`src/hdl/c_subset_tokenizer_unit_assert.svh`:
```
// ----------------------------------------------------------------------------
// c_subset_tokenizer_unit_assert.svh
// Assertion macros shared by the tokenizer modules.
// ----------------------------------------------------------------------------
`ifndef C_SUBSET_TOKENIZER_UNIT_ASSERT_SVH
`define C_SUBSET_TOKENIZER_UNIT_ASSERT_SVH

// Consequent must hold in the same cycle as the antecedent.
`define CTOK_ASSERT_SAME(label, clk, rst_n, ante, cons) \
	label: assert property (@(posedge clk) disable iff (!rst_n) (ante) |-> (cons)) \
		else $error("ctok: same-cycle check failed");

// Consequent must hold in the cycle after the antecedent.
`define CTOK_ASSERT_NEXT(label, clk, rst_n, ante, cons) \
	label: assert property (@(posedge clk) disable iff (!rst_n) (ante) |=> (cons)) \
		else $error("ctok: next-cycle check failed");

`endif

```
`src/hdl/ctok_pkg.sv`:
```
// ----------------------------------------------------------------------------
// ctok_pkg
// Shared types, codes and character helpers of the C subset tokenizer.
// ----------------------------------------------------------------------------
package ctok_pkg;

	localparam int MAX_IDENT_LEN_DEF = 63;
	localparam int POS_BITS_DEF      = 16;

	localparam int CH_W    = 8;
	localparam int KIND_W  = 5;
	localparam int VALUE_W = 31;
	localparam int LEN_W   = 6;
	localparam int MODE_W  = 4;
	localparam int KW_W    = 4;

	// digit counts saturate at the largest length the port can show
	localparam int NUM_LEN_CAP = (1 << LEN_W) - 1;

	// one input byte causes at most this many tokens
	localparam int MAX_BURST   = 3;
	// output queue depth, power of two
	localparam int QUEUE_DEPTH = 8;

	localparam logic [VALUE_W-1:0] INT_MAX = {VALUE_W{1'b1}};

	localparam logic [LEN_W-1:0] LEN_ZERO   = 6'd0;
	localparam logic [LEN_W-1:0] LEN_ONE    = 6'd1;
	localparam logic [LEN_W-1:0] LEN_TWO    = 6'd2;
	localparam logic [LEN_W-1:0] LEN_KW_INT = 6'd3;
	localparam logic [LEN_W-1:0] LEN_KW_RET = 6'd6;

	// characters
	localparam logic [CH_W-1:0] CH_NUL    = 8'h00;
	localparam logic [CH_W-1:0] CH_TAB    = 8'h09;
	localparam logic [CH_W-1:0] CH_NL     = 8'h0A;
	localparam logic [CH_W-1:0] CH_CR     = 8'h0D;
	localparam logic [CH_W-1:0] CH_SPACE  = 8'h20;
	localparam logic [CH_W-1:0] CH_BANG   = 8'h21;
	localparam logic [CH_W-1:0] CH_AMP    = 8'h26;
	localparam logic [CH_W-1:0] CH_LPAREN = 8'h28;
	localparam logic [CH_W-1:0] CH_RPAREN = 8'h29;
	localparam logic [CH_W-1:0] CH_STAR   = 8'h2A;
	localparam logic [CH_W-1:0] CH_PLUS   = 8'h2B;
	localparam logic [CH_W-1:0] CH_MINUS  = 8'h2D;
	localparam logic [CH_W-1:0] CH_SLASH  = 8'h2F;
	localparam logic [CH_W-1:0] CH_ZERO   = 8'h30;
	localparam logic [CH_W-1:0] CH_NINE   = 8'h39;
	localparam logic [CH_W-1:0] CH_SEMI   = 8'h3B;
	localparam logic [CH_W-1:0] CH_LT     = 8'h3C;
	localparam logic [CH_W-1:0] CH_EQ     = 8'h3D;
	localparam logic [CH_W-1:0] CH_GT     = 8'h3E;
	localparam logic [CH_W-1:0] CH_UA     = 8'h41;
	localparam logic [CH_W-1:0] CH_UZ     = 8'h5A;
	localparam logic [CH_W-1:0] CH_LA     = 8'h61;
	localparam logic [CH_W-1:0] CH_E      = 8'h65;
	localparam logic [CH_W-1:0] CH_I      = 8'h69;
	localparam logic [CH_W-1:0] CH_N      = 8'h6E;
	localparam logic [CH_W-1:0] CH_R      = 8'h72;
	localparam logic [CH_W-1:0] CH_T      = 8'h74;
	localparam logic [CH_W-1:0] CH_U      = 8'h75;
	localparam logic [CH_W-1:0] CH_LZ     = 8'h7A;
	localparam logic [CH_W-1:0] CH_LBRACE = 8'h7B;
	localparam logic [CH_W-1:0] CH_PIPE   = 8'h7C;
	localparam logic [CH_W-1:0] CH_RBRACE = 8'h7D;
	localparam logic [CH_W-1:0] CH_TILDE  = 8'h7E;

	// token kinds
	localparam logic [KIND_W-1:0] KIND_EOF       = 5'd0;
	localparam logic [KIND_W-1:0] KIND_LBRACE    = 5'd1;
	localparam logic [KIND_W-1:0] KIND_RBRACE    = 5'd2;
	localparam logic [KIND_W-1:0] KIND_LPAREN    = 5'd3;
	localparam logic [KIND_W-1:0] KIND_RPAREN    = 5'd4;
	localparam logic [KIND_W-1:0] KIND_SEMI      = 5'd5;
	localparam logic [KIND_W-1:0] KIND_MINUS     = 5'd6;
	localparam logic [KIND_W-1:0] KIND_TILDE     = 5'd7;
	localparam logic [KIND_W-1:0] KIND_NOT       = 5'd8;
	localparam logic [KIND_W-1:0] KIND_NE        = 5'd9;
	localparam logic [KIND_W-1:0] KIND_PLUS      = 5'd10;
	localparam logic [KIND_W-1:0] KIND_STAR      = 5'd11;
	localparam logic [KIND_W-1:0] KIND_SLASH     = 5'd12;
	localparam logic [KIND_W-1:0] KIND_LAND      = 5'd13;
	localparam logic [KIND_W-1:0] KIND_AMP       = 5'd14;
	localparam logic [KIND_W-1:0] KIND_LOR       = 5'd15;
	localparam logic [KIND_W-1:0] KIND_PIPE      = 5'd16;
	localparam logic [KIND_W-1:0] KIND_EQEQ      = 5'd17;
	localparam logic [KIND_W-1:0] KIND_ASSIGN    = 5'd18;
	localparam logic [KIND_W-1:0] KIND_LE        = 5'd19;
	localparam logic [KIND_W-1:0] KIND_LT        = 5'd20;
	localparam logic [KIND_W-1:0] KIND_GE        = 5'd21;
	localparam logic [KIND_W-1:0] KIND_GT        = 5'd22;
	localparam logic [KIND_W-1:0] KIND_INT_LIT   = 5'd23;
	localparam logic [KIND_W-1:0] KIND_KW_INT    = 5'd24;
	localparam logic [KIND_W-1:0] KIND_KW_RETURN = 5'd25;
	localparam logic [KIND_W-1:0] KIND_IDENT     = 5'd26;

	// pending token modes
	localparam logic [MODE_W-1:0] MODE_IDLE   = 4'd0;
	localparam logic [MODE_W-1:0] MODE_NUM    = 4'd1;
	localparam logic [MODE_W-1:0] MODE_ID     = 4'd2;
	localparam logic [MODE_W-1:0] MODE_OP_NOT = 4'd3;
	localparam logic [MODE_W-1:0] MODE_OP_AND = 4'd4;
	localparam logic [MODE_W-1:0] MODE_OP_OR  = 4'd5;
	localparam logic [MODE_W-1:0] MODE_OP_EQ  = 4'd6;
	localparam logic [MODE_W-1:0] MODE_OP_LT  = 4'd7;
	localparam logic [MODE_W-1:0] MODE_OP_GT  = 4'd8;

	// keyword prefix tracker
	localparam logic [KW_W-1:0] KW_NONE   = 4'd0;
	localparam logic [KW_W-1:0] KW_I      = 4'd1;
	localparam logic [KW_W-1:0] KW_IN     = 4'd2;
	localparam logic [KW_W-1:0] KW_INT    = 4'd3;
	localparam logic [KW_W-1:0] KW_R      = 4'd4;
	localparam logic [KW_W-1:0] KW_RE     = 4'd5;
	localparam logic [KW_W-1:0] KW_RET    = 4'd6;
	localparam logic [KW_W-1:0] KW_RETU   = 4'd7;
	localparam logic [KW_W-1:0] KW_RETUR  = 4'd8;
	localparam logic [KW_W-1:0] KW_RETURN = 4'd9;

	typedef struct packed {
		logic [KIND_W-1:0]  kind;
		logic [VALUE_W-1:0] value;
		logic [LEN_W-1:0]   length;
		logic               ovf;
	} tok_t;

	function automatic logic is_alpha(input logic [CH_W-1:0] c);
		return (c >= CH_LA && c <= CH_LZ) || (c >= CH_UA && c <= CH_UZ);
	endfunction

	function automatic logic is_digit(input logic [CH_W-1:0] c);
		return c >= CH_ZERO && c <= CH_NINE;
	endfunction

	// space plus tab through carriage return
	function automatic logic is_ws(input logic [CH_W-1:0] c);
		return c == CH_SPACE || (c >= CH_TAB && c <= CH_CR);
	endfunction

	// kind of a single-character punctuator; KIND_EOF when c is none
	function automatic logic [KIND_W-1:0] single_kind(input logic [CH_W-1:0] c);
		logic [KIND_W-1:0] k;
		unique case (c)
			CH_LBRACE: k = KIND_LBRACE;
			CH_RBRACE: k = KIND_RBRACE;
			CH_LPAREN: k = KIND_LPAREN;
			CH_RPAREN: k = KIND_RPAREN;
			CH_SEMI:   k = KIND_SEMI;
			CH_MINUS:  k = KIND_MINUS;
			CH_TILDE:  k = KIND_TILDE;
			CH_PLUS:   k = KIND_PLUS;
			CH_STAR:   k = KIND_STAR;
			CH_SLASH:  k = KIND_SLASH;
			default:   k = KIND_EOF;
		endcase
		return k;
	endfunction

	// pending mode of an operator that may take a second byte; MODE_IDLE when none
	function automatic logic [MODE_W-1:0] op_mode(input logic [CH_W-1:0] c);
		logic [MODE_W-1:0] m;
		unique case (c)
			CH_BANG: m = MODE_OP_NOT;
			CH_AMP:  m = MODE_OP_AND;
			CH_PIPE: m = MODE_OP_OR;
			CH_EQ:   m = MODE_OP_EQ;
			CH_LT:   m = MODE_OP_LT;
			CH_GT:   m = MODE_OP_GT;
			default: m = MODE_IDLE;
		endcase
		return m;
	endfunction

	function automatic logic [CH_W-1:0] op_second(input logic [MODE_W-1:0] m);
		logic [CH_W-1:0] c;
		unique case (m) inside
			MODE_OP_AND: c = CH_AMP;
			MODE_OP_OR:  c = CH_PIPE;
			default:     c = CH_EQ;
		endcase
		return c;
	endfunction

	function automatic logic [KIND_W-1:0] op_two_kind(input logic [MODE_W-1:0] m);
		logic [KIND_W-1:0] k;
		unique case (m)
			MODE_OP_NOT: k = KIND_NE;
			MODE_OP_AND: k = KIND_LAND;
			MODE_OP_OR:  k = KIND_LOR;
			MODE_OP_EQ:  k = KIND_EQEQ;
			MODE_OP_LT:  k = KIND_LE;
			default:     k = KIND_GE;
		endcase
		return k;
	endfunction

	function automatic logic [KIND_W-1:0] op_one_kind(input logic [MODE_W-1:0] m);
		logic [KIND_W-1:0] k;
		unique case (m)
			MODE_OP_NOT: k = KIND_NOT;
			MODE_OP_AND: k = KIND_AMP;
			MODE_OP_OR:  k = KIND_PIPE;
			MODE_OP_EQ:  k = KIND_ASSIGN;
			MODE_OP_LT:  k = KIND_LT;
			default:     k = KIND_GT;
		endcase
		return k;
	endfunction

	// advance the keyword prefix tracker by one alphabetic byte
	function automatic logic [KW_W-1:0] kw_next(input logic [KW_W-1:0] m,
			input logic [CH_W-1:0] c);
		logic [KW_W-1:0] n;
		unique case (m)
			KW_I:     n = (c == CH_N) ? KW_IN     : KW_NONE;
			KW_IN:    n = (c == CH_T) ? KW_INT    : KW_NONE;
			KW_R:     n = (c == CH_E) ? KW_RE     : KW_NONE;
			KW_RE:    n = (c == CH_T) ? KW_RET    : KW_NONE;
			KW_RET:   n = (c == CH_U) ? KW_RETU   : KW_NONE;
			KW_RETU:  n = (c == CH_R) ? KW_RETUR  : KW_NONE;
			KW_RETUR: n = (c == CH_N) ? KW_RETURN : KW_NONE;
			default:  n = KW_NONE;
		endcase
		return n;
	endfunction

	// kind of a finished word, given the byte that ends it
	function automatic logic [KIND_W-1:0] ident_kind(input logic [KW_W-1:0] kw,
			input logic at_end, input logic [CH_W-1:0] c);
		logic [KIND_W-1:0] k;
		if (kw == KW_INT && (at_end || is_ws(c))) begin
			k = KIND_KW_INT;
		end else if (kw == KW_RETURN && (at_end || is_ws(c) || c == CH_SEMI)) begin
			k = KIND_KW_RETURN;
		end else begin
			k = KIND_IDENT;
		end
		return k;
	endfunction

endpackage

```
`src/hdl/c_subset_tokenizer_unit.sv`:
```
// ----------------------------------------------------------------------------
// c_subset_tokenizer_unit
// Streaming tokenizer for a small C subset: source bytes in, tokens out.
// ----------------------------------------------------------------------------
//
//  channel | handshake          | payload
//  --------+--------------------+------------------------------------------------
//  in      | in_valid/in_stall  | ch, end_of_text
//  out     | out_valid/out_stall| token_kind, int_value, start_pos, token_length,
//          |                    | overflow, last_of_run
//
//  One byte is taken per cycle while the output queue has room for a full
//  burst of three tokens; a token leaves the queue one per cycle while the
//  out side does not stall. A byte is registered at acceptance, scanned once
//  the queue has room, and its tokens then enter the queue for the out side.
//  Bytes that produce more than one token slow intake only once more than five
//  tokens wait in the queue.
//  Reset clears the scanner state and empties the queue; no clearing pass.
//  A stalled out side holds the head token; the in side stalls only while a
//  registered byte waits for the queue to have room for a full burst.
// ----------------------------------------------------------------------------

module c_subset_tokenizer_unit #(
	parameter int MAX_IDENT_LEN = ctok_pkg::MAX_IDENT_LEN_DEF,
	parameter int POS_BITS      = ctok_pkg::POS_BITS_DEF
) (
	input  logic                           clk,
	input  logic                           arst_n,
	input  logic                           in_valid,
	output logic                           in_stall,
	input  logic [ctok_pkg::CH_W-1:0]      ch,
	input  logic                           end_of_text,
	output logic                           out_valid,
	input  logic                           out_stall,
	output logic [ctok_pkg::KIND_W-1:0]    token_kind,
	output logic [ctok_pkg::VALUE_W-1:0]   int_value,
	output logic [POS_BITS-1:0]            start_pos,
	output logic [ctok_pkg::LEN_W-1:0]     token_length,
	output logic                           overflow,
	output logic                           last_of_run
);

	// input register
	logic                        vld_s1;
	logic [ctok_pkg::CH_W-1:0]   ch_s1;
	logic                        eot_s1;

	logic                        room;
	logic                        fire;
	logic                        in_take;

	logic [ctok_pkg::MAX_BURST-1:0]               cand_vld;
	ctok_pkg::tok_t [ctok_pkg::MAX_BURST-1:0]     cand_tok;
	logic [ctok_pkg::MAX_BURST-1:0][POS_BITS-1:0] cand_start;

	ctok_pkg::tok_t              head_tok;

	// scan the registered byte once the queue can absorb a full burst
	assign fire     = vld_s1 && room;
	// hold the input register while its byte waits for queue room
	assign in_stall = vld_s1 && !room;
	assign in_take  = in_valid && !in_stall;

	always_ff @(posedge clk or negedge arst_n) begin
		if (!arst_n) begin
			vld_s1 <= 1'b0;
		end else if (in_take) begin
			vld_s1 <= 1'b1;
		end else if (fire) begin
			vld_s1 <= 1'b0;
		end
	end

	// payload of the input register: load on every accepted transaction
	always_ff @(posedge clk) begin
		if (in_take) begin
			ch_s1  <= ch;
			eot_s1 <= end_of_text;
		end
	end

	ctok_core #(
		.MAX_IDENT_LEN (MAX_IDENT_LEN),
		.POS_BITS      (POS_BITS)
	) u_core (
		.clk        (clk),
		.arst_n     (arst_n),
		.fire       (fire),
		.ch_s1      (ch_s1),
		.eot_s1     (eot_s1),
		.cand_vld   (cand_vld),
		.cand_tok   (cand_tok),
		.cand_start (cand_start)
	);

	ctok_queue #(
		.POS_BITS (POS_BITS)
	) u_queue (
		.clk        (clk),
		.arst_n     (arst_n),
		.wr_en      (fire),
		.cand_vld   (cand_vld),
		.cand_tok   (cand_tok),
		.cand_start (cand_start),
		.room       (room),
		.head_vld   (out_valid),
		.pop        (!out_stall),
		.head_tok   (head_tok),
		.head_start (start_pos),
		.head_last  (last_of_run)
	);

	// split the head entry onto the output ports
	assign token_kind   = head_tok.kind;
	assign int_value    = head_tok.value;
	assign token_length = head_tok.length;
	assign overflow     = head_tok.ovf;

endmodule

```
`src/hdl/ctok_core.sv`:
```
// ----------------------------------------------------------------------------
// ctok_core
// Scanner state and the single-pass logic that turns one byte into tokens.
// ----------------------------------------------------------------------------
`include "c_subset_tokenizer_unit_assert.svh"

module ctok_core #(
	parameter int MAX_IDENT_LEN = ctok_pkg::MAX_IDENT_LEN_DEF,
	parameter int POS_BITS      = ctok_pkg::POS_BITS_DEF
) (
	input  logic                                        clk,
	input  logic                                        arst_n,
	input  logic                                        fire,
	input  logic [ctok_pkg::CH_W-1:0]                   ch_s1,
	input  logic                                        eot_s1,
	output logic [ctok_pkg::MAX_BURST-1:0]              cand_vld,
	output ctok_pkg::tok_t [ctok_pkg::MAX_BURST-1:0]    cand_tok,
	output logic [ctok_pkg::MAX_BURST-1:0][POS_BITS-1:0] cand_start
);

	localparam int LCW = $clog2(MAX_IDENT_LEN + 1);
	localparam int LW  = (LCW > ctok_pkg::LEN_W) ? LCW : ctok_pkg::LEN_W;
	localparam int ACC_W = ctok_pkg::VALUE_W + 4;

	logic [ctok_pkg::MODE_W-1:0]  mode_q;
	logic [ctok_pkg::VALUE_W-1:0] accum_q;
	logic [LW-1:0]                len_q;
	logic [ctok_pkg::KW_W-1:0]    kw_q;
	logic [POS_BITS-1:0]          start_q;
	logic [POS_BITS-1:0]          bp_q;
	logic                         ovf_q;

	logic [ctok_pkg::MODE_W-1:0]  m_mode;
	logic [ctok_pkg::VALUE_W-1:0] m_accum;
	logic [LW-1:0]                m_len;
	logic [ctok_pkg::KW_W-1:0]    m_kw;
	logic [POS_BITS-1:0]          m_start;
	logic                         m_ovf;

	logic                         at_end0;
	logic                         end_any;
	logic                         consumed;
	logic [POS_BITS-1:0]          pos_nx;
	logic [ACC_W-1:0]             acc_ext;
	logic                         acc_sat;
	logic [ctok_pkg::KIND_W-1:0]  sk;
	logic [ctok_pkg::MODE_W-1:0]  om;

	logic                         a_vld;
	ctok_pkg::tok_t               a_tok;
	logic                         b_vld;
	ctok_pkg::tok_t               b_tok;
	logic                         c_vld;
	ctok_pkg::tok_t               c_tok;

	function automatic ctok_pkg::tok_t ident_tok(input logic [ctok_pkg::KW_W-1:0] kw,
			input logic [LW-1:0] len, input logic ovf, input logic at_end,
			input logic [ctok_pkg::CH_W-1:0] c);
		ctok_pkg::tok_t t;
		t.kind  = ctok_pkg::ident_kind(kw, at_end, c);
		t.value = '0;
		if (t.kind == ctok_pkg::KIND_KW_INT) begin
			t.length = ctok_pkg::LEN_KW_INT;
			t.ovf    = 1'b0;
		end else if (t.kind == ctok_pkg::KIND_KW_RETURN) begin
			t.length = ctok_pkg::LEN_KW_RET;
			t.ovf    = 1'b0;
		end else begin
			t.length = len[ctok_pkg::LEN_W-1:0];
			t.ovf    = ovf;
		end
		return t;
	endfunction

	function automatic ctok_pkg::tok_t num_tok(input logic [ctok_pkg::VALUE_W-1:0] v,
			input logic [LW-1:0] len, input logic ovf);
		ctok_pkg::tok_t t;
		t.kind   = ctok_pkg::KIND_INT_LIT;
		t.value  = v;
		t.length = len[ctok_pkg::LEN_W-1:0];
		t.ovf    = ovf;
		return t;
	endfunction

	function automatic ctok_pkg::tok_t op_tok(input logic [ctok_pkg::KIND_W-1:0] k,
			input logic [ctok_pkg::LEN_W-1:0] len);
		ctok_pkg::tok_t t;
		t.kind   = k;
		t.value  = '0;
		t.length = len;
		t.ovf    = 1'b0;
		return t;
	endfunction

	always_comb begin
		at_end0 = (ch_s1 == ctok_pkg::CH_NUL);
		end_any = at_end0 || eot_s1;
		pos_nx  = bp_q + 1'b1;
		acc_ext = ({4'b0, accum_q} << 3) + ({4'b0, accum_q} << 1)
			+ {{(ACC_W - 4){1'b0}}, ch_s1[3:0]};
		acc_sat = acc_ext > {4'b0, ctok_pkg::INT_MAX};
		sk      = ctok_pkg::single_kind(ch_s1);
		om      = ctok_pkg::op_mode(ch_s1);

		m_mode   = mode_q;
		m_accum  = accum_q;
		m_len    = len_q;
		m_kw     = kw_q;
		m_start  = start_q;
		m_ovf    = ovf_q;
		consumed = 1'b0;
		a_vld    = 1'b0;
		a_tok    = '0;
		b_vld    = 1'b0;
		b_tok    = '0;
		c_vld    = 1'b0;
		c_tok    = '0;

		// settle the pending token against this byte
		unique case (mode_q) inside
			ctok_pkg::MODE_NUM: begin
				if (!at_end0 && ctok_pkg::is_digit(ch_s1)) begin
					consumed = 1'b1;
					if (acc_sat) begin
						m_accum = ctok_pkg::INT_MAX;
						m_ovf   = 1'b1;
					end else begin
						m_accum = acc_ext[ctok_pkg::VALUE_W-1:0];
					end
					if (len_q < LW'(ctok_pkg::NUM_LEN_CAP)) begin
						m_len = len_q + 1'b1;
					end
				end else begin
					a_vld  = 1'b1;
					a_tok  = num_tok(accum_q, len_q, ovf_q);
					m_mode = ctok_pkg::MODE_IDLE;
				end
			end
			ctok_pkg::MODE_ID: begin
				if (!at_end0 && ctok_pkg::is_alpha(ch_s1)) begin
					consumed = 1'b1;
					m_kw     = ctok_pkg::kw_next(kw_q, ch_s1);
					if (len_q < LW'(MAX_IDENT_LEN)) begin
						m_len = len_q + 1'b1;
					end else begin
						m_ovf = 1'b1;
					end
				end else begin
					a_vld  = 1'b1;
					a_tok  = ident_tok(kw_q, len_q, ovf_q, at_end0, ch_s1);
					m_mode = ctok_pkg::MODE_IDLE;
				end
			end
			ctok_pkg::MODE_OP_NOT, ctok_pkg::MODE_OP_AND, ctok_pkg::MODE_OP_OR,
			ctok_pkg::MODE_OP_EQ, ctok_pkg::MODE_OP_LT, ctok_pkg::MODE_OP_GT: begin
				a_vld  = 1'b1;
				m_mode = ctok_pkg::MODE_IDLE;
				if (!at_end0 && ch_s1 == ctok_pkg::op_second(mode_q)) begin
					consumed = 1'b1;
					a_tok    = op_tok(ctok_pkg::op_two_kind(mode_q), ctok_pkg::LEN_TWO);
				end else begin
					a_tok = op_tok(ctok_pkg::op_one_kind(mode_q), ctok_pkg::LEN_ONE);
				end
			end
			default: begin
				m_mode = ctok_pkg::MODE_IDLE;
			end
		endcase

		// start a new token, skip space and newline
		if (!consumed && !at_end0 && ch_s1 != ctok_pkg::CH_SPACE
				&& ch_s1 != ctok_pkg::CH_NL) begin
			m_start = bp_q;
			m_accum = '0;
			m_len   = LW'(1);
			m_ovf   = 1'b0;
			m_kw    = ctok_pkg::KW_NONE;
			if (sk != ctok_pkg::KIND_EOF) begin
				b_vld = 1'b1;
				b_tok = op_tok(sk, ctok_pkg::LEN_ONE);
			end else if (om != ctok_pkg::MODE_IDLE) begin
				m_mode = om;
			end else if (ctok_pkg::is_digit(ch_s1)) begin
				m_mode  = ctok_pkg::MODE_NUM;
				m_accum = {{(ctok_pkg::VALUE_W - 4){1'b0}}, ch_s1[3:0]};
			end else begin
				m_mode = ctok_pkg::MODE_ID;
				if (ch_s1 == ctok_pkg::CH_I) begin
					m_kw = ctok_pkg::KW_I;
				end else if (ch_s1 == ctok_pkg::CH_R) begin
					m_kw = ctok_pkg::KW_R;
				end
			end
		end

		// end mark on a real byte: flush what is left pending
		if (eot_s1 && !at_end0) begin
			unique case (m_mode) inside
				ctok_pkg::MODE_NUM: begin
					c_vld = 1'b1;
					c_tok = num_tok(m_accum, m_len, m_ovf);
				end
				ctok_pkg::MODE_ID: begin
					c_vld = 1'b1;
					c_tok = ident_tok(m_kw, m_len, m_ovf, 1'b1, ch_s1);
				end
				ctok_pkg::MODE_OP_NOT, ctok_pkg::MODE_OP_AND, ctok_pkg::MODE_OP_OR,
				ctok_pkg::MODE_OP_EQ, ctok_pkg::MODE_OP_LT, ctok_pkg::MODE_OP_GT: begin
					c_vld = 1'b1;
					c_tok = op_tok(ctok_pkg::op_one_kind(m_mode), ctok_pkg::LEN_ONE);
				end
				default: begin
					c_vld = 1'b0;
				end
			endcase
		end

		// slot 0: settled token, slot 1: new single or flushed token, slot 2: eof
		cand_vld[0]   = a_vld;
		cand_tok[0]   = a_tok;
		cand_start[0] = start_q;
		cand_vld[1]   = b_vld || c_vld;
		cand_tok[1]   = b_vld ? b_tok : c_tok;
		cand_start[1] = m_start;
		cand_vld[2]   = end_any;
		cand_tok[2]   = op_tok(ctok_pkg::KIND_EOF, ctok_pkg::LEN_ZERO);
		cand_start[2] = at_end0 ? bp_q : pos_nx;
	end

	always_ff @(posedge clk or negedge arst_n) begin
		if (!arst_n) begin
			mode_q  <= ctok_pkg::MODE_IDLE;
			accum_q <= '0;
			len_q   <= '0;
			kw_q    <= ctok_pkg::KW_NONE;
			start_q <= '0;
			bp_q    <= '0;
			ovf_q   <= 1'b0;
		end else if (fire) begin
			if (end_any) begin
				mode_q  <= ctok_pkg::MODE_IDLE;
				accum_q <= '0;
				len_q   <= '0;
				kw_q    <= ctok_pkg::KW_NONE;
				start_q <= '0;
				bp_q    <= '0;
				ovf_q   <= 1'b0;
			end else begin
				mode_q  <= m_mode;
				accum_q <= m_accum;
				len_q   <= m_len;
				kw_q    <= m_kw;
				start_q <= m_start;
				bp_q    <= pos_nx;
				ovf_q   <= m_ovf;
			end
		end
	end

	`CTOK_ASSERT_NEXT(a_end_clears, clk, arst_n, fire && end_any, mode_q == ctok_pkg::MODE_IDLE && bp_q == '0)
	`CTOK_ASSERT_SAME(a_op_resolves, clk, arst_n, mode_q >= ctok_pkg::MODE_OP_NOT && mode_q <= ctok_pkg::MODE_OP_GT, cand_vld[0])
	`CTOK_ASSERT_SAME(a_slot1_excl, clk, arst_n, b_vld, !c_vld)

endmodule

```
`src/hdl/ctok_queue.sv`:
```
// ----------------------------------------------------------------------------
// ctok_queue
// Output queue: takes up to three tokens a cycle, hands out one a cycle while popped.
// ----------------------------------------------------------------------------
`include "c_subset_tokenizer_unit_assert.svh"

module ctok_queue #(
	parameter int POS_BITS = ctok_pkg::POS_BITS_DEF
) (
	input  logic                                         clk,
	input  logic                                         arst_n,
	input  logic                                         wr_en,
	input  logic [ctok_pkg::MAX_BURST-1:0]               cand_vld,
	input  ctok_pkg::tok_t [ctok_pkg::MAX_BURST-1:0]     cand_tok,
	input  logic [ctok_pkg::MAX_BURST-1:0][POS_BITS-1:0] cand_start,
	output logic                                         room,
	output logic                                         head_vld,
	input  logic                                         pop,
	output ctok_pkg::tok_t                               head_tok,
	output logic [POS_BITS-1:0]                          head_start,
	output logic                                         head_last
);

	localparam int DEPTH = ctok_pkg::QUEUE_DEPTH;
	localparam int PTR_W = $clog2(DEPTH);
	localparam int CNT_W = $clog2(DEPTH + 1);

	ctok_pkg::tok_t      tok_mem   [DEPTH];
	logic [POS_BITS-1:0] start_mem [DEPTH];
	logic                last_mem  [DEPTH];

	logic [PTR_W-1:0] wr_ptr_q;
	logic [PTR_W-1:0] rd_ptr_q;
	logic [CNT_W-1:0] count_q;

	logic [ctok_pkg::MAX_BURST-1:0][PTR_W-1:0] slot_idx;
	logic [ctok_pkg::MAX_BURST-1:0]            is_last;
	logic [PTR_W-1:0]                          n_wr;
	logic                                      seen;
	logic                                      do_pop;

	// compact the valid tokens into consecutive entries, mark the final one
	always_comb begin
		n_wr = '0;
		for (int i = 0; i < ctok_pkg::MAX_BURST; i++) begin
			slot_idx[i] = wr_ptr_q + n_wr;
			if (cand_vld[i]) begin
				n_wr = n_wr + 1'b1;
			end
		end
		seen = 1'b0;
		for (int i = ctok_pkg::MAX_BURST - 1; i >= 0; i--) begin
			is_last[i] = cand_vld[i] && !seen;
			seen       = seen || cand_vld[i];
		end
	end

	assign room       = count_q <= CNT_W'(DEPTH - ctok_pkg::MAX_BURST);
	assign head_vld   = count_q != '0;
	assign do_pop     = pop && head_vld;
	assign head_tok   = tok_mem[rd_ptr_q];
	assign head_start = start_mem[rd_ptr_q];
	assign head_last  = last_mem[rd_ptr_q];

	always_ff @(posedge clk) begin
		if (wr_en) begin
			for (int i = 0; i < ctok_pkg::MAX_BURST; i++) begin
				if (cand_vld[i]) begin
					tok_mem[slot_idx[i]]   <= cand_tok[i];
					start_mem[slot_idx[i]] <= cand_start[i];
					last_mem[slot_idx[i]]  <= is_last[i];
				end
			end
		end
	end

	always_ff @(posedge clk or negedge arst_n) begin
		if (!arst_n) begin
			wr_ptr_q <= '0;
			rd_ptr_q <= '0;
			count_q  <= '0;
		end else begin
			if (wr_en) begin
				wr_ptr_q <= wr_ptr_q + n_wr;
			end
			if (do_pop) begin
				rd_ptr_q <= rd_ptr_q + 1'b1;
			end
			count_q <= count_q + (wr_en ? CNT_W'(n_wr) : CNT_W'(0))
				- (do_pop ? CNT_W'(1) : CNT_W'(0));
		end
	end

	`CTOK_ASSERT_SAME(a_cnt_bound, clk, arst_n, 1'b1, count_q <= CNT_W'(DEPTH))
	`CTOK_ASSERT_NEXT(a_pop_drains, clk, arst_n, !wr_en && do_pop, count_q == $past(count_q) - 1'b1)
	`CTOK_ASSERT_SAME(a_no_overfill, clk, arst_n, wr_en, room)

endmodule

```
`config.mk`:
```
export PLATFORM = sky130hd
export DESIGN_NAME = c_subset_tokenizer_unit
export DESIGN_NICKNAME = d
export VERILOG_FILES = /design/src/hdl/ctok_pkg.sv /design/src/hdl/c_subset_tokenizer_unit.sv /design/src/hdl/ctok_core.sv /design/src/hdl/ctok_queue.sv
export VERILOG_INCLUDE_DIRS = /design/src /design/src/hdl
export SDC_FILE = /design/constraint.sdc
export NUM_CORES = 2
export LEC_CHECK = 0
export BUFFER_PORTS_ARGS = -buffer_cell sky130_fd_sc_hd__buf_2
export CELL_PAD_IN_SITES_DETAIL_PLACEMENT = 0
export CELL_PAD_IN_SITES_GLOBAL_PLACEMENT = 2
export CORE_MARGIN = 2
export CORE_UTILIZATION = 40
export DETAILED_ROUTE_END_ITERATION = 7
export GPL_TIMING_DRIVEN = 1
export PLACE_DENSITY = 0.79
export SLEW_MARGIN = 40
export SYNTH_ARGS = -nofsm -noshare
export SYNTH_HDL_FRONTEND = slang
export SYNTH_SLANG_ARGS = --single-unit
```
`constraint.sdc`:
```
create_clock -name clk -period 6.6 [get_ports clk]
set_input_delay 0.33 -clock clk [delete_from_list [all_inputs] [get_ports clk]]
set_output_delay 0.33 -clock clk [all_outputs]
set_load 0.01 [all_outputs]
```
==> qor.yml <==
status:
  status: "complete, no violations"
yosys:
  synth.ff_latch_count: 578
  synth_edf_count: 145
  synth_common_cells: "608 x o21ai_0, 529 x nand2_1, 434 x a21oi_1"
  synth.most_common_cell: "o21ai_0"
  ys.flop_type: "dfxtp_1"
  synth_top_area_share_pct: 20.1
  synth.avg_cell_area_um2: 8.57
  synth.distinct_cells: 86
  seq_area_frac_synth_pct: 39.3
  synth_top_area_cell: "dfxtp_1"
  synth_nets: 4089
  netlist_area_um2: 34200
  netlist_instances: 3995
  yosysWarnings: 0
  ys_async_sr_fraction_pct: 15.4
  ys_top_cells_by_area: "dfxtp_1 20%, edfxtp_1 13%, o21ai_0 8.9%, mux4_2 7.9%, dfrtp_1 6.5%"
placed_design:
  io_buffers: 74
  gp_routability_congestion: 0.902
  pre_cts_slack_ns: 0.293
  dp_hpwl_um: 84800
sta:
  rsz0062_at_grt: "no"
  tns_ns: 0
  tightest_slew_ns: 0.907
  finClkSkew_ns: 0.0358
  fin_ws_ns: 0.300
  final_hold_viol_count: 0
  fmax_mhz: 159
  slew_headroom_pct: 39.5
  setup_viol: 0
  fin_crit_sh_pct: 95.5
  fin_crit_ns: 6.30
  report.final.slew_viol_count: 0
floorplanning:
  die_y_um: 297
  pin_count: 75
  start_util_pct: 40.3
  design.core.area_um2: 85000
  die_area_um2: 88000
  die_x_um: 297
  rows: 107
cts:
  tritoncts: "done"
  cts.sinks: 578
  cts_root_buffer: "clkbuf_16"
  clkTransAtPathRegs_ns: 0.06
  cts_setup_buffers: 0
  numCtsBuffers: 73
  cts_max_path_buffers: 3
  htreeDepth: 3
  clock_latency_ns: 0.64
final_layout:
  layout-drive-gt1-share_pct: 15.6
  fin_nets: 3990
  antenna_cells: 0
  nFillCells: 8258
  area_delta_synth_final_pct: 12.6
route:
  ant_nets: 0
  vias_per_cell: 6.16
  routed_wl_um: 132000
  drt_pass1_iterations: 7
  drc: 0
  vias: 31387
  drt_iter0_drc: 2983
  wire_per_inst_um: 25.9
global_route:
  overflow: 0
  grt_max_degree: 86
  track_usage_pct: 29.7
  grt_pass1_vias: 28610
  antenna_found_initial: 2
  grt_pass1_wl_um: 195000
worst_setup_path:
  cp.required_ns: 6.99
  crit_path_end_kind: "flip-flop"
  crit_arrival_ns: 6.69
  crit_fanout: 18
  critPathKind: "flip-flop to flip-flop"
  startpoint_type: "flip-flop"
power:
  power.leakage_nw: 14.6
  powerDensity_nw_per_um2: 440
  vdd.ir_drop.worst_mv: 0.266
flow_run:
  cap_violations: 0
hold_path:
  hp-class: "input pin to flip-flop"
[repair_timing]
action                                  CTS  global route
gates resized for setup                   0             3
endpoints found under the setup margin    0            17
hold buffers                             11             0
hold endpoints to repair                 50             0
[report_power, final]
group / leakage, nW / total, W / internal [W] / switching, W
Combinational: 8.02 / 0.00710 / 0.00294 / 0.00417
Clock: 1.20 / 0.00414 / 0.00243 / 0.00170
Sequential: 5.39 / 0.00570 / 0.00489 / 0.000807
[layout make-up]
cell class	instances	area (um^2)	area share (%)
Clock buffer	109	2200	5.70
Inverter	37	139	0.360
Clock inverter	24	249	0.646
Multi-Input combinational cell	2994	19400	50.4
Sequential cell	578	13500	35.0
Timing Repair Buffer	212	1630	4.23
Tap cell	1144	1430	3.71
[cell families after synthesis]
| kind of cell | after synthesis | share of synthesized area [%] |
|---|---|---|
| xor+xnor | 55 | 1.41 |
| simple gates | 1226 | 16.1 |
| compound gates | 1414 | 24.0 |
| fa+ha+maj | 81 | 3.07 |
| mux | 218 | 11.0 |
| flops | 578 | 39.3 |
| buf+inv | 423 | 5.09 |
[placed cells by master, fill, tap and decap left out, types with 45 or more instances in the layout]
cell type	instances
nand2_1	520
o21ai_0	608
nand3_1	168
dfxtp_1	344
mux2_2	75
o211ai_1	51
dfrtp_1	86
mux4_2	120
clkbuf_16	76
buf_4	112
ha_1	76
a311o_1	70
nor2_1	238
a21oi_1	433
buf_2	73
edfxtp_1	145
a211oi_1	45
nor3_1	91
[final timing paths]
path | start | to | slack, ns | cells past startpoint
setup / recovery | ch_s1[1] | u_queue.start_mem[5][0] | 0.30 | 17
hold / removal | out_stall | u_queue.rd_ptr_q[0] | 0.06 | 3
setup reg to reg | ch_s1[1] | u_queue.start_mem[5][0] | 0.30 | 17
hold reg to reg | u_core.accum_q[29] | u_core.accum_q[29] | 0.56 | 1
max in group asynchronous | arst_n | u_core.start_q[2] | 5.11 | 3
min in group asynchronous | arst_n | u_queue.count_q[2] | 0.24 | 2
[routing by layer]
layer	up-vias	track usage [%]	wire length, um
met5	-	0.222	0
met4	0	8.11	3520
met3	197	6.28	11400
met2	1348	44.7	57800
met1	15344	42.9	59600
li1	14498	-	-
[state kept, by name (all words and copies together), names as in the netlist, 6 cells and up]
register           cells
ch_s1                  8
u_core.accum_q        31
u_core.bp_q           16
u_core.len_q           6
u_core.start_q        16
u_queue.last_mem       8
u_queue.start_mem    128
u_queue.tok_mem      344
[worst max-delay path: stages (launching register included)]
cell       delay [ns]
edfxtp_1         0.44
buf_4            0.25
or4b_1           0.47
a2111oi_2        0.43
o21ai_1          0.22
o31a_2           0.37
a31oi_1          0.29
o21ai_1          0.23
a311oi_4         0.31
buf_4            0.36
inv_1            0.08
ha_1             0.24
fa_1             0.68
nor2_1           0.47
and3_1           0.63
buf_4            0.37
and2_1           0.16
nor3_1           0.05
[stage by stage]
step / hold slack [ns] / total power (W) / instance area [um^2] / utilization [%] / cells
after floorplan: 0.0344 / 0.0102 / 34200 / - / 3995
after global placement: 0.382 / 0.0127 / 35800 / 42.1 / 4951
after detailed placement: 0.391 / 0.0128 / 35900 / 42.2 / 4953
after CTS: 0.0472 / 0.0169 / 38500 / 45.2 / 5097
after global routing: 0.0769 / 0.0179 / 38500 / 45.3 / 5098
final: 0.0648 / 0.0169 / 38500 / 45.3 / 5098
Note: power is estimated with default switching activity, not from simulation.
